[config.mk]
export PLATFORM = sky130hd
export DESIGN_NAME = sorted_priority_queue_top_flat
export DESIGN_NICKNAME = d
export VERILOG_FILES = /design/src/rtl/spq_pkg.sv /design/src/rtl/spq_in_if.sv /design/src/rtl/spq_out_if.sv /design/src/rtl/spq_cell.sv /design/src/rtl/sorted_priority_queue_top.sv /design/src/flat_wrapper.sv
export VERILOG_INCLUDE_DIRS = /design/src /design/src/rtl
export SDC_FILE = /design/constraint.sdc
export NUM_CORES = 2
export LEC_CHECK = 0
export ABC_AREA = 1
export BUFFER_PORTS_ARGS = -buffer_cell sky130_fd_sc_hd__buf_2
export CORE_ASPECT_RATIO = 1.4
export CORE_UTILIZATION = 55
export DETAILED_ROUTE_END_ITERATION = 16
export PLACE_DENSITY = 0.8
export SLEW_MARGIN = 20
export SYNTH_ARGS = -nofsm -noshare
export SYNTH_HDL_FRONTEND = slang
export SYNTH_SLANG_ARGS = --single-unit
[constraint.sdc]
create_clock -name clk -period 6.5 [get_ports clk]
set_input_delay 1.3 -clock clk [delete_from_list [all_inputs] [get_ports clk]]
set_output_delay 1.3 -clock clk [all_outputs]
set_load 0.01 [all_outputs]
[src/rtl/sorted_priority_queue_top_assert.svh]
// Assertion macros shared by the queue RTL.
// Each macro expects signals named clk and rst_n in the scope where it is used.
`ifndef SORTED_PRIORITY_QUEUE_TOP_ASSERT_SVH
`define SORTED_PRIORITY_QUEUE_TOP_ASSERT_SVH

// A condition that must hold at every clock edge outside reset.
`define SPQ_ASSERT_ALWAYS(lbl, cond, msg) \
  lbl: assert property (@(posedge clk) disable iff (!rst_n) (cond)) else $error(msg);

// A trigger in one cycle that requires a consequence in the next one.
`define SPQ_ASSERT_NEXT(lbl, trig, cons, msg) \
  lbl: assert property (@(posedge clk) disable iff (!rst_n) (trig) |=> (cons)) else $error(msg);

`endif

[src/rtl/spq_pkg.sv]
`timescale 1ns / 1ps

package spq_pkg;

  localparam int CAPACITY = 16;
  localparam int VALUE_W  = 32;
  localparam int CNT_W    = $clog2(CAPACITY + 1);
  localparam int ENTRY_W  = 5;

  typedef enum logic [1:0] {
    FUNC_INSERT = 2'd0,
    FUNC_REMOVE = 2'd1,
    FUNC_FIND   = 2'd2,
    FUNC_SPARE  = 2'd3
  } func_t;

  typedef enum logic [1:0] {
    STATUS_OK        = 2'd0,
    STATUS_NOT_FOUND = 2'd1,
    STATUS_FULL      = 2'd2
  } status_t;

  // Operation broadcast to every cell in the row.
  typedef struct packed {
    logic                      ins;
    logic                      rem;
    logic signed [VALUE_W-1:0] value;
  } spq_op_t;

  // What a cell shows to its neighbours and to the control logic.
  typedef struct packed {
    logic                      valid;
    logic                      lt;
    logic                      eq;
    logic signed [VALUE_W-1:0] value;
  } spq_link_t;

endpackage

[src/rtl/spq_in_if.sv]
`timescale 1ns / 1ps

interface spq_in_if;
  import spq_pkg::*;

  logic                      valid;
  logic                      ready;
  logic [1:0]                func;
  logic signed [VALUE_W-1:0] item_value;

  modport source (output valid, func, item_value, input ready);
  modport sink (input valid, func, item_value, output ready);
endinterface

[src/rtl/spq_out_if.sv]
`timescale 1ns / 1ps

interface spq_out_if;
  import spq_pkg::*;

  logic                      valid;
  logic                      ready;
  logic [1:0]                status;
  logic signed [VALUE_W-1:0] head_value;
  logic                      queue_empty;
  logic [ENTRY_W-1:0]        entry_count;

  modport source (output valid, status, head_value, queue_empty, entry_count, input ready);
  modport sink (input valid, status, head_value, queue_empty, entry_count, output ready);
endinterface

[src/rtl/spq_cell.sv]
`timescale 1ns / 1ps

module spq_cell (
  input  logic               clk,
  input  logic               rst_n,
  input  spq_pkg::spq_op_t   op,
  input  spq_pkg::spq_link_t left,
  input  spq_pkg::spq_link_t right,
  output spq_pkg::spq_link_t self
);
  import spq_pkg::*;

  logic                      valid_r;
  logic                      valid_nxt;
  logic signed [VALUE_W-1:0] value_r;
  logic signed [VALUE_W-1:0] value_nxt;
  logic                      lt;

  assign lt = valid_r && (value_r < op.value);

  assign self.valid = valid_r;
  assign self.lt    = lt;
  assign self.eq    = valid_r && (value_r == op.value);
  assign self.value = value_r;

  // Insert: cells holding smaller values keep them, the first other cell takes the
  // new value and every cell after it takes its left neighbour's entry.
  // Remove: every cell from the matching entry onwards takes its right neighbour's.
  always_comb begin
    valid_nxt = valid_r;
    value_nxt = value_r;
    if (op.ins && !lt) begin
      valid_nxt = valid_r | left.valid;
      value_nxt = left.lt ? op.value : left.value;
    end else if (op.rem && !lt) begin
      valid_nxt = right.valid;
      value_nxt = right.value;
    end
  end

  always_ff @(posedge clk) begin
    if (!rst_n) begin
      valid_r <= 1'b0;
    end else begin
      valid_r <= valid_nxt;
    end
  end

  always_ff @(posedge clk) begin
    value_r <= value_nxt;
  end

endmodule

[src/rtl/sorted_priority_queue_top.sv]
`timescale 1ns / 1ps

// Channel   Role    Transaction carries
// in_if     sink    func, item_value
// out_if    source  status, head_value, queue_empty, entry_count
//
// One item is taken per cycle while results are taken: the row of cells compares and
// shifts in the cycle the transaction is accepted, so the rate is set by one pass through
// a cell. The result appears in the cycle after acceptance, from the status register and
// the updated cells. A new item is accepted while a result waits, provided that
// result is taken in the same cycle. Reset (rst_n low, synchronous) empties the queue.

module sorted_priority_queue_top (
  input  logic clk,
  input  logic rst_n,
  spq_in_if.sink    in_if,
  spq_out_if.source out_if
);
  import spq_pkg::*;

  `include "sorted_priority_queue_top_assert.svh"

  spq_link_t            links   [CAPACITY];
  spq_op_t              op;
  logic [CAPACITY-1:0]  eq_vec;
  logic [CAPACITY-1:0]  valid_vec;
  logic                 in_fire;
  logic                 found;
  logic                 full;
  logic [CNT_W-1:0]     count_r;
  logic [CNT_W-1:0]     count_nxt;
  logic                 out_valid_r;
  logic                 out_valid_nxt;
  status_t              status_r;
  status_t              status_nxt;
  logic [CNT_W+ENTRY_W-1:0] count_ext;

  // The boundary to the left of the first cell reads as a valid, smaller entry,
  // so an insert lands there when nothing stored is smaller. Beyond the last cell
  // the row reads as empty.
  localparam spq_link_t LEFT_EDGE  = '{valid: 1'b1, lt: 1'b1, eq: 1'b0, value: '0};
  localparam spq_link_t RIGHT_EDGE = '{valid: 1'b0, lt: 1'b0, eq: 1'b0, value: '0};

  assign in_fire = in_if.valid && in_if.ready;
  assign full    = (count_r == CNT_W'(CAPACITY));

  // Equal values sit together in sorted order, so any match means the first entry
  // not smaller than the key is a match, which is where the remove begins.
  assign found = |eq_vec;

  assign op.value = in_if.item_value;
  assign op.ins   = in_fire && (func_t'(in_if.func) == FUNC_INSERT) && !full;
  assign op.rem   = in_fire && (func_t'(in_if.func) == FUNC_REMOVE) && found;

  for (genvar i = 0; i < CAPACITY; i++) begin : g_cell
    spq_cell u_cell (
      .clk   (clk),
      .rst_n (rst_n),
      .op    (op),
      .left  ((i == 0) ? LEFT_EDGE : links[(i == 0) ? 0 : i - 1]),
      .right ((i == CAPACITY - 1) ? RIGHT_EDGE : links[(i == CAPACITY - 1) ? i : i + 1]),
      .self  (links[i])
    );
    assign eq_vec[i]    = links[i].eq;
    assign valid_vec[i] = links[i].valid;
  end

  always_comb begin
    status_nxt = status_r;
    count_nxt  = count_r;
    if (in_fire) begin
      unique case (func_t'(in_if.func))
        FUNC_INSERT: begin
          if (full) begin
            status_nxt = STATUS_FULL;
          end else begin
            status_nxt = STATUS_OK;
            count_nxt  = count_r + CNT_W'(1);
          end
        end
        FUNC_REMOVE: begin
          if (found) begin
            status_nxt = STATUS_OK;
            count_nxt  = count_r - CNT_W'(1);
          end else begin
            status_nxt = STATUS_NOT_FOUND;
          end
        end
        default: begin
          // Find, and the spare code, which behaves the same.
          status_nxt = found ? STATUS_OK : STATUS_NOT_FOUND;
        end
      endcase
    end
  end

  assign in_if.ready   = !out_valid_r || out_if.ready;
  assign out_valid_nxt = in_fire || (out_valid_r && !out_if.ready);

  always_ff @(posedge clk) begin
    if (!rst_n) begin
      count_r     <= '0;
      out_valid_r <= 1'b0;
    end else begin
      count_r     <= count_nxt;
      out_valid_r <= out_valid_nxt;
    end
  end

  always_ff @(posedge clk) begin
    status_r <= status_nxt;
  end

  // The cells and the count change only when a transaction is accepted, which is
  // also when the previous result leaves, so the result can be read from them.
  assign count_ext          = {{ENTRY_W{1'b0}}, count_r};
  assign out_if.valid       = out_valid_r;
  assign out_if.status      = status_r;
  assign out_if.head_value  = links[0].valid ? links[0].value : '0;
  assign out_if.queue_empty = (count_r == '0);
  assign out_if.entry_count = count_ext[ENTRY_W-1:0];

  `SPQ_ASSERT_ALWAYS(a_count_bound, count_r <= CNT_W'(CAPACITY), "entry count beyond capacity")
  `SPQ_ASSERT_ALWAYS(a_count_valid, $countones(valid_vec) == int'(count_r), "valid cells disagree with count")
  `SPQ_ASSERT_ALWAYS(a_head_valid, links[0].valid == (count_r != '0), "head cell occupancy wrong")
  `SPQ_ASSERT_NEXT(a_insert_grows, op.ins, count_r == $past(count_r) + CNT_W'(1), "insert did not grow queue")

endmodule

[src/flat_wrapper.sv]
// flat-port wrapper written by rule: the top's interface ports become plain ports
module sorted_priority_queue_top_flat import spq_pkg::*;
  (clk, rst_n, in_if_valid, in_if_func, in_if_item_value, in_if_ready, out_if_valid, out_if_status, out_if_head_value, out_if_queue_empty, out_if_entry_count, out_if_ready);
  spq_in_if in_if_i ();
  spq_out_if out_if_i ();
  input  logic clk;
  input  logic rst_n;
  input wire logic [$bits(in_if_i.valid)-1:0] in_if_valid;
  input wire logic [$bits(in_if_i.func)-1:0] in_if_func;
  input wire logic [$bits(in_if_i.item_value)-1:0] in_if_item_value;
  output wire logic [$bits(in_if_i.ready)-1:0] in_if_ready;
  output wire logic [$bits(out_if_i.valid)-1:0] out_if_valid;
  output wire logic [$bits(out_if_i.status)-1:0] out_if_status;
  output wire logic [$bits(out_if_i.head_value)-1:0] out_if_head_value;
  output wire logic [$bits(out_if_i.queue_empty)-1:0] out_if_queue_empty;
  output wire logic [$bits(out_if_i.entry_count)-1:0] out_if_entry_count;
  input wire logic [$bits(out_if_i.ready)-1:0] out_if_ready;
  assign in_if_i.valid = in_if_valid;
  assign in_if_i.func = in_if_func;
  assign in_if_i.item_value = in_if_item_value;
  assign in_if_ready = in_if_i.ready;
  assign out_if_valid = out_if_i.valid;
  assign out_if_status = out_if_i.status;
  assign out_if_head_value = out_if_i.head_value;
  assign out_if_queue_empty = out_if_i.queue_empty;
  assign out_if_entry_count = out_if_i.entry_count;
  assign out_if_i.ready = out_if_ready;
  sorted_priority_queue_top u_core (.clk(clk), .rst_n(rst_n), .in_if(in_if_i), .out_if(out_if_i));
endmodule
; Word level (Yosys, flattened, before mapping)
; Index checks and enable logic that the tools add are counted.
[word_totals]
ff_bits = 536
input_bits = 38
out_inout_bits = 42
elab_cells = 286
[classes]
add_sub_neg = 2
order_cmp = 16
eq_ne = 20
muxes = 86
bitwise_logic = 15
reduce_logical = 112
[op_table]
columns = cell, count
row1 = 32-bit two-way mux, 48
row2 = 32-bit equality test, 16
row3 = 32-bit less-than comparator, 16
row4 = 1-bit logical AND, 70
row5 = 2-bit nonzero test, 17
row6 = 1-bit two-way mux, 33
row7 = 1-bit zero test, 19
row8 = 16-bit OR reduction, 1
row9 = 1-bit OR, 15
row10 = 5-bit two-way mux, 2
row11 = 5-bit one-hot mux with 2 select lines, 1
row12 = 5-bit by 1-bit adder with 5-bit output (second input constant), 1
row13 = 5-bit equality test (second input constant), 1
row14 = 5-bit zero test, 1
row15 = 5-bit by 1-bit subtractor with 5-bit output (second input constant), 1
row16 = 2-bit two-way mux, 2
row17 = 4-bit AND reduction, 1
row18 = 2-bit by 1-bit equality test with 1-bit output (second input constant), 1
row19 = 2-bit zero test, 1
row20 = 1-bit logical OR, 2
row21 = 2-bit by 1-bit != test with 1-bit output (second input constant), 1
row22 = 2-bit != test (second input constant), 1

; Logic depth before layout (Yosys ltp)
[logic_depth]
ltp_word = 8
ltp_mapped = 21
depth_no_buf = 19

; Cells and area by module
; From an unflattened synthesis, not the netlist that was laid out.
[hier_totals]
cells_unflattened = 6056
hier_area_um2 = 44803.0
[by_module_without_submodules]
columns = module, instances, cells_each, area_per_inst_um2, seq_area_each_um2
row1 = spq_cell (u_core.g_cell[0].u_cell ...), 15, 368, 2743.9, 980.9
row2 = spq_cell (u_core.g_cell[13].u_cell), 1, 366, 2732.6, 980.9
row3 = sorted_priority_queue_top, 1, 170, 912.1, 180.2

; Worst setup path after synthesis
; Ideal clock, no wire load.
[synth_path]
path_type = input to register
start = input in_if_item_value[31]
end = register u_core.g_cell[4].u_cell.value_r[0] (enable)
setup_time_ps = 441
t_arrival_ps = 5286
t_required_ps = 6059
path_slack_ps = 773
path_stages = 16
n_path_buf = 2
cell_sequence = clkbuf_1 clkinv_1 ha_1 nand2_1 nor2_2 nand3_1 nor2_1 nand3_1 nand2_1 inv_1 nand3_1 nor2_1 nand2_1 nand2_2 buf_2 a31oi_1
[synth_between]
elab_chain_len = 6
word_cells_on_any_way = 40
cone_classes = order compare: 1 / eq/ne: 16 / reduce/logical: 23
[synth_lines]
columns = element, line
row1 = from (decl), flat_wrapper.sv:10  ; input wire logic [$bits(in_if_i.item_value)-1:0] in_if_item_value;
row2 = branches (longest 5 deep; another with 32-bit less-than comparator), --
row3 = 2-bit nonzero test (no source line) (*), --
row4 = to (signal assigned), spq_cell.sv:50  ; value_r <= value_nxt;
row5 = to (decl), spq_cell.sv:15  ; logic signed [VALUE_W-1:0] value_r;
; Mark *: on every way between the ends.
; A chain may end at the register's enable or synchronous reset.

; Final worst setup path
[layout_path]
start = input in_if_item_value[31]
end = register u_core.g_cell[9].u_cell.value_r[27] (enable)
[layout_between]
elab_chain_len = 6
word_cells_on_any_way = 40
cone_classes = order compare: 1 / eq/ne: 16 / reduce/logical: 23
[layout_lines]
columns = element, line
row1 = branches (longest 5 deep; another with 32-bit less-than comparator), --
row2 = 2-bit nonzero test (no source line) (*), --
row3 = to (signal assigned), spq_cell.sv:50
row4 = to (decl), spq_cell.sv:15
; Marked as above.

==> impl_metrics.json <==
{
  "ys_ff_latch": 536,
  "drt_pass1_iterations": 7,
  "layout-drive-gt1-share_pct": 6.05,
  "status": "completed",
  "cts_sinks": 536,
  "p_switching_mw": 2.53,
  "power_frac_clock_pct": 35.8,
  "final_common_cell": "nand2_1",
  "io_pins": 80,
  "wl_per_cell_um": 18.1,
  "ir_worst_vdd_uv": 203,
  "worst_slew_pin_slew_ns": 0.901,
  "start_util_pct": 55.9,
  "max_freq_ghz": 0.197,
  "end_kind": "flop",
  "cts.htree.levels": 2,
  "worstHoldStart": "u_core.out_if.valid$_SDFF_PN0_",
  "maxSlewViolCount": 0,
  "cp_slowest_stage_delay_ns": 0.63,
  "seq_power_share_pct": 47.0,
  "cp_slowest_cell": "clkinv_1",
  "timing_worst_setup_path_type": "in2reg",
  "synth-main-ff-cell": "edfxtp_1",
  "setup_viol": 0,
  "hold_class": "reg2reg",
  "routed_wl_um": 111000,
  "multi_input_area_sq_um": 21700,
  "cp_top_family": "buffers and inverters",
  "p_leak_nw": 20.0,
  "startpoint_type": "primary input",
  "core_area_sq_um": 71800,
  "ant_nets": 0,
  "r2r-start": "u_core.g_cell[14].u_cell.value_r[9]$_DFFE_PP_",
  "crit_buf_inv": 4,
  "drtIter0Drc": 2839,
  "synth_cell_types": 41,
  "cts_resized": 0,
  "antenna_found_initial": 2,
  "period_share_pct": 78.0,
  "min_period_ns": 5.07,
  "worstPathArrival_ns": 5.34,
  "synth-edff-count": 514,
  "synth_top_cell_area_share_pct": 38.4,
  "io_buffer_count": 79,
  "die_area_sq_um": 74100,
  "syn_area_sq_um": 40200,
  "crit_start": "in_if_item_value[31]",
  "antenna_cells": 0,
  "synthArstFlopShare_pct": 0,
  "setup-tns-final_ns": 0,
  "dieHeight_um": 322,
  "postSynthAreaPerCell_sq_um": 7.81,
  "fillerInstances": 6407,
  "cts.clk_slew.worst_paths_ns": 0.06,
  "rsz0062_at_grt": "false",
  "synth_cells": 5146,
  "mostFrequentLayoutCells": "nand2_1, ha_1, edfxtp_1",
  "path_max_fanout": 32,
  "power_density_nw_per_um2": 202,
  "synth_top_area_cell": "edfxtp_1",
  "max_slew_margin_pct": 39.9,
  "total_power_mw": 8.73,
  "drcViolationCount": 0,
  "ys_warn_count": 0,
  "ys_seq_area_share_pct": 39.5,
  "gp_congestion": 0.911,
  "netlist_top_cells_area": "edfxtp_1, nand2_1, ha_1",
  "viasPerCell": 5.66,
  "cp.required_ns": 6.78,
  "worstSkewPairLatency_ns": 0.63,
  "skew_ns": 0.0140,
  "cts-buffers-inserted": 56,
  "pwr-share-comb_pct": 17.2,
  "ctsHoldBuffers": 0,
  "grt_pass1_vias": 34200,
  "final_nets": 5698,
  "cpMostUsedCell": "nor2_1",
  "syn2layout_area_growth_pct": 7.52,
  "num_rows": 116,
  "swShare_pct": 29.0,
  "setup_ws_ns": 1.43,
  "routed-via-count": 34700,
  "critical_path.cell_chain": "buf_2 -> clkinv_1 -> buf_4 -> ha_1 -> nand2_1 -> nor2_1 -> nand2_1 -> nor2_1 -> nand2_1 -> nor2_1 -> nor2_1 -> nand3_1 -> nor2_1 -> nand2_1 -> nand2_2 -> a31oi_4 -> buf_4",
  "regArea_sq_um": 15900,
  "hold_viol": 0,
  "cts-root-buf": "clkbuf_16",
  "hpwl_um": 86900,
  "grt_max_degree": 66,
  "drv_cap": 0,
  "syn_nets": 5700,
  "intPower_mw": 6.20,
  "tritoncts": "yes",
  "grt.overflow.total": 0,
  "grt_pass1_wl_um": 175000,
  "place_worst_setup_slack_ns": 0.900,
  "die_width_um": 230,
  "grt_util_all_layers_pct": 29.6,
  "clk_path_buf_depth": 3,
  "cts_setup_buffers": 0
}
==> path summary, 6_finish.rpt <==
kind                                                   end  slack [ns]  cells past startpoint
min reg2reg                 u_core.out_if.valid$_SDFF_PN0_        0.51                      2
max          u_core.g_cell[9].u_cell.value_r[27]$_DFFE_PP_        1.43                     17
max reg2reg  u_core.g_cell[9].u_cell.value_r[27]$_DFFE_PP_        2.85                     14
min                         u_core.out_if.valid$_SDFF_PN0_        0.51                      2
==> Yosys cell counts, types with 2 or more instances <==
cell type,instances
nand3b_1,8
a21oi_1,447
o21bai_1,9
clkbuf_1,56
nor3b_1,2
ha_1,515
clkinv_1,30
xnor2_1,3
nand2_1,1828
inv_1,367
nor2_2,4
dfxtp_1,22
buf_4,19
o21ai_1,120
buf_2,149
buf_1,4
nor2_1,359
buf_6,5
inv_2,15
a31oi_1,6
o21a_1,24
clkbuf_2,3
a21o_1,10
o21ai_0,337
edfxtp_1,514
nand3_1,104
nand4_1,14
and2_1,4
nand2_2,12
nor3_1,8
nand3_2,9
o211ai_1,130
==> power groups by stage <==
stage	combinational, mW	clock (mW)	sequential (mW)
after floorplan	1.06	0	4.13
after global placement	1.42	0	4.17
after detailed placement	1.48	0	4.17
after CTS	1.49	3.17	4.10
after global routing	1.70	3.28	4.12
final	1.50	3.13	4.10
==> through the flow <==
stage               instances  hold slack [ns]  utilization (%)  cell area [sq um]
finish                   6131            0.515             60.1              43200
global route             6131            0.534             60.1              43200
CTS                      6131            0.513             60.1              43200
detailed placement       6030            0.505             57.7              41500
global placement         6030            0.493             57.7              41500
floorplan                5146            0.520                -              40200
==> cell families (layout without fill, tap and decap cells) <==
| group | Yosys count | count (layout) | synth area share, % |
|---|---|---|---|
| compound gates | 1084 | 1084 | 14.6 |
| xor+xnor | 4 | 4 | 0.0872 |
| fa+ha+maj | 516 | 516 | 16.1 |
| buf+inv | 648 | 689 | 6.80 |
| flops | 536 | 536 | 39.5 |
| simple gates | 2358 | 2358 | 22.9 |
==> layer usage <==
layer | vias to the layer above | global-route usage (%) | share of wire (%)
met2 | 1230 | 53.2 | 50
met4 | 0 | 17.4 | 6.0
met3 | 336 | 3.36 | 6.0
li1 | 17400 | - | -
met5 | - | 0 | 0
met1 | 15800 | 33.7 | 38
==> area by class of cell <==
cell class                      instances  share of cell area, %
Timing Repair Buffer                  176                   2.72
Sequential cell                       536                   36.8
Multi-Input combinational cell       3962                   50.2
Clock buffer                           80                   3.69
Clock inverter                         21                  0.293
Inverter                              412                   3.58
Tap cell                              944                   2.73
==> worst register-to-register path: cells and delay by family (launching register included) <==
family	cells	cell delay, ns
simple gates	11	1.70
compound gates	1	0.32
flops	1	0.47
fa+ha+maj	1	0.35
buf+inv	1	0.42
==> sequential cells by signal, summed over array words and instances (netlist names) <==
name,count
u_core.g_cell.u_cell.valid_r,16
u_core.g_cell.u_cell.value_r,512
u_core.out_if.entry_count,5
u_core.out_if.status,2
u_core.out_if.valid,1
(Power assumes the default switching activity.)
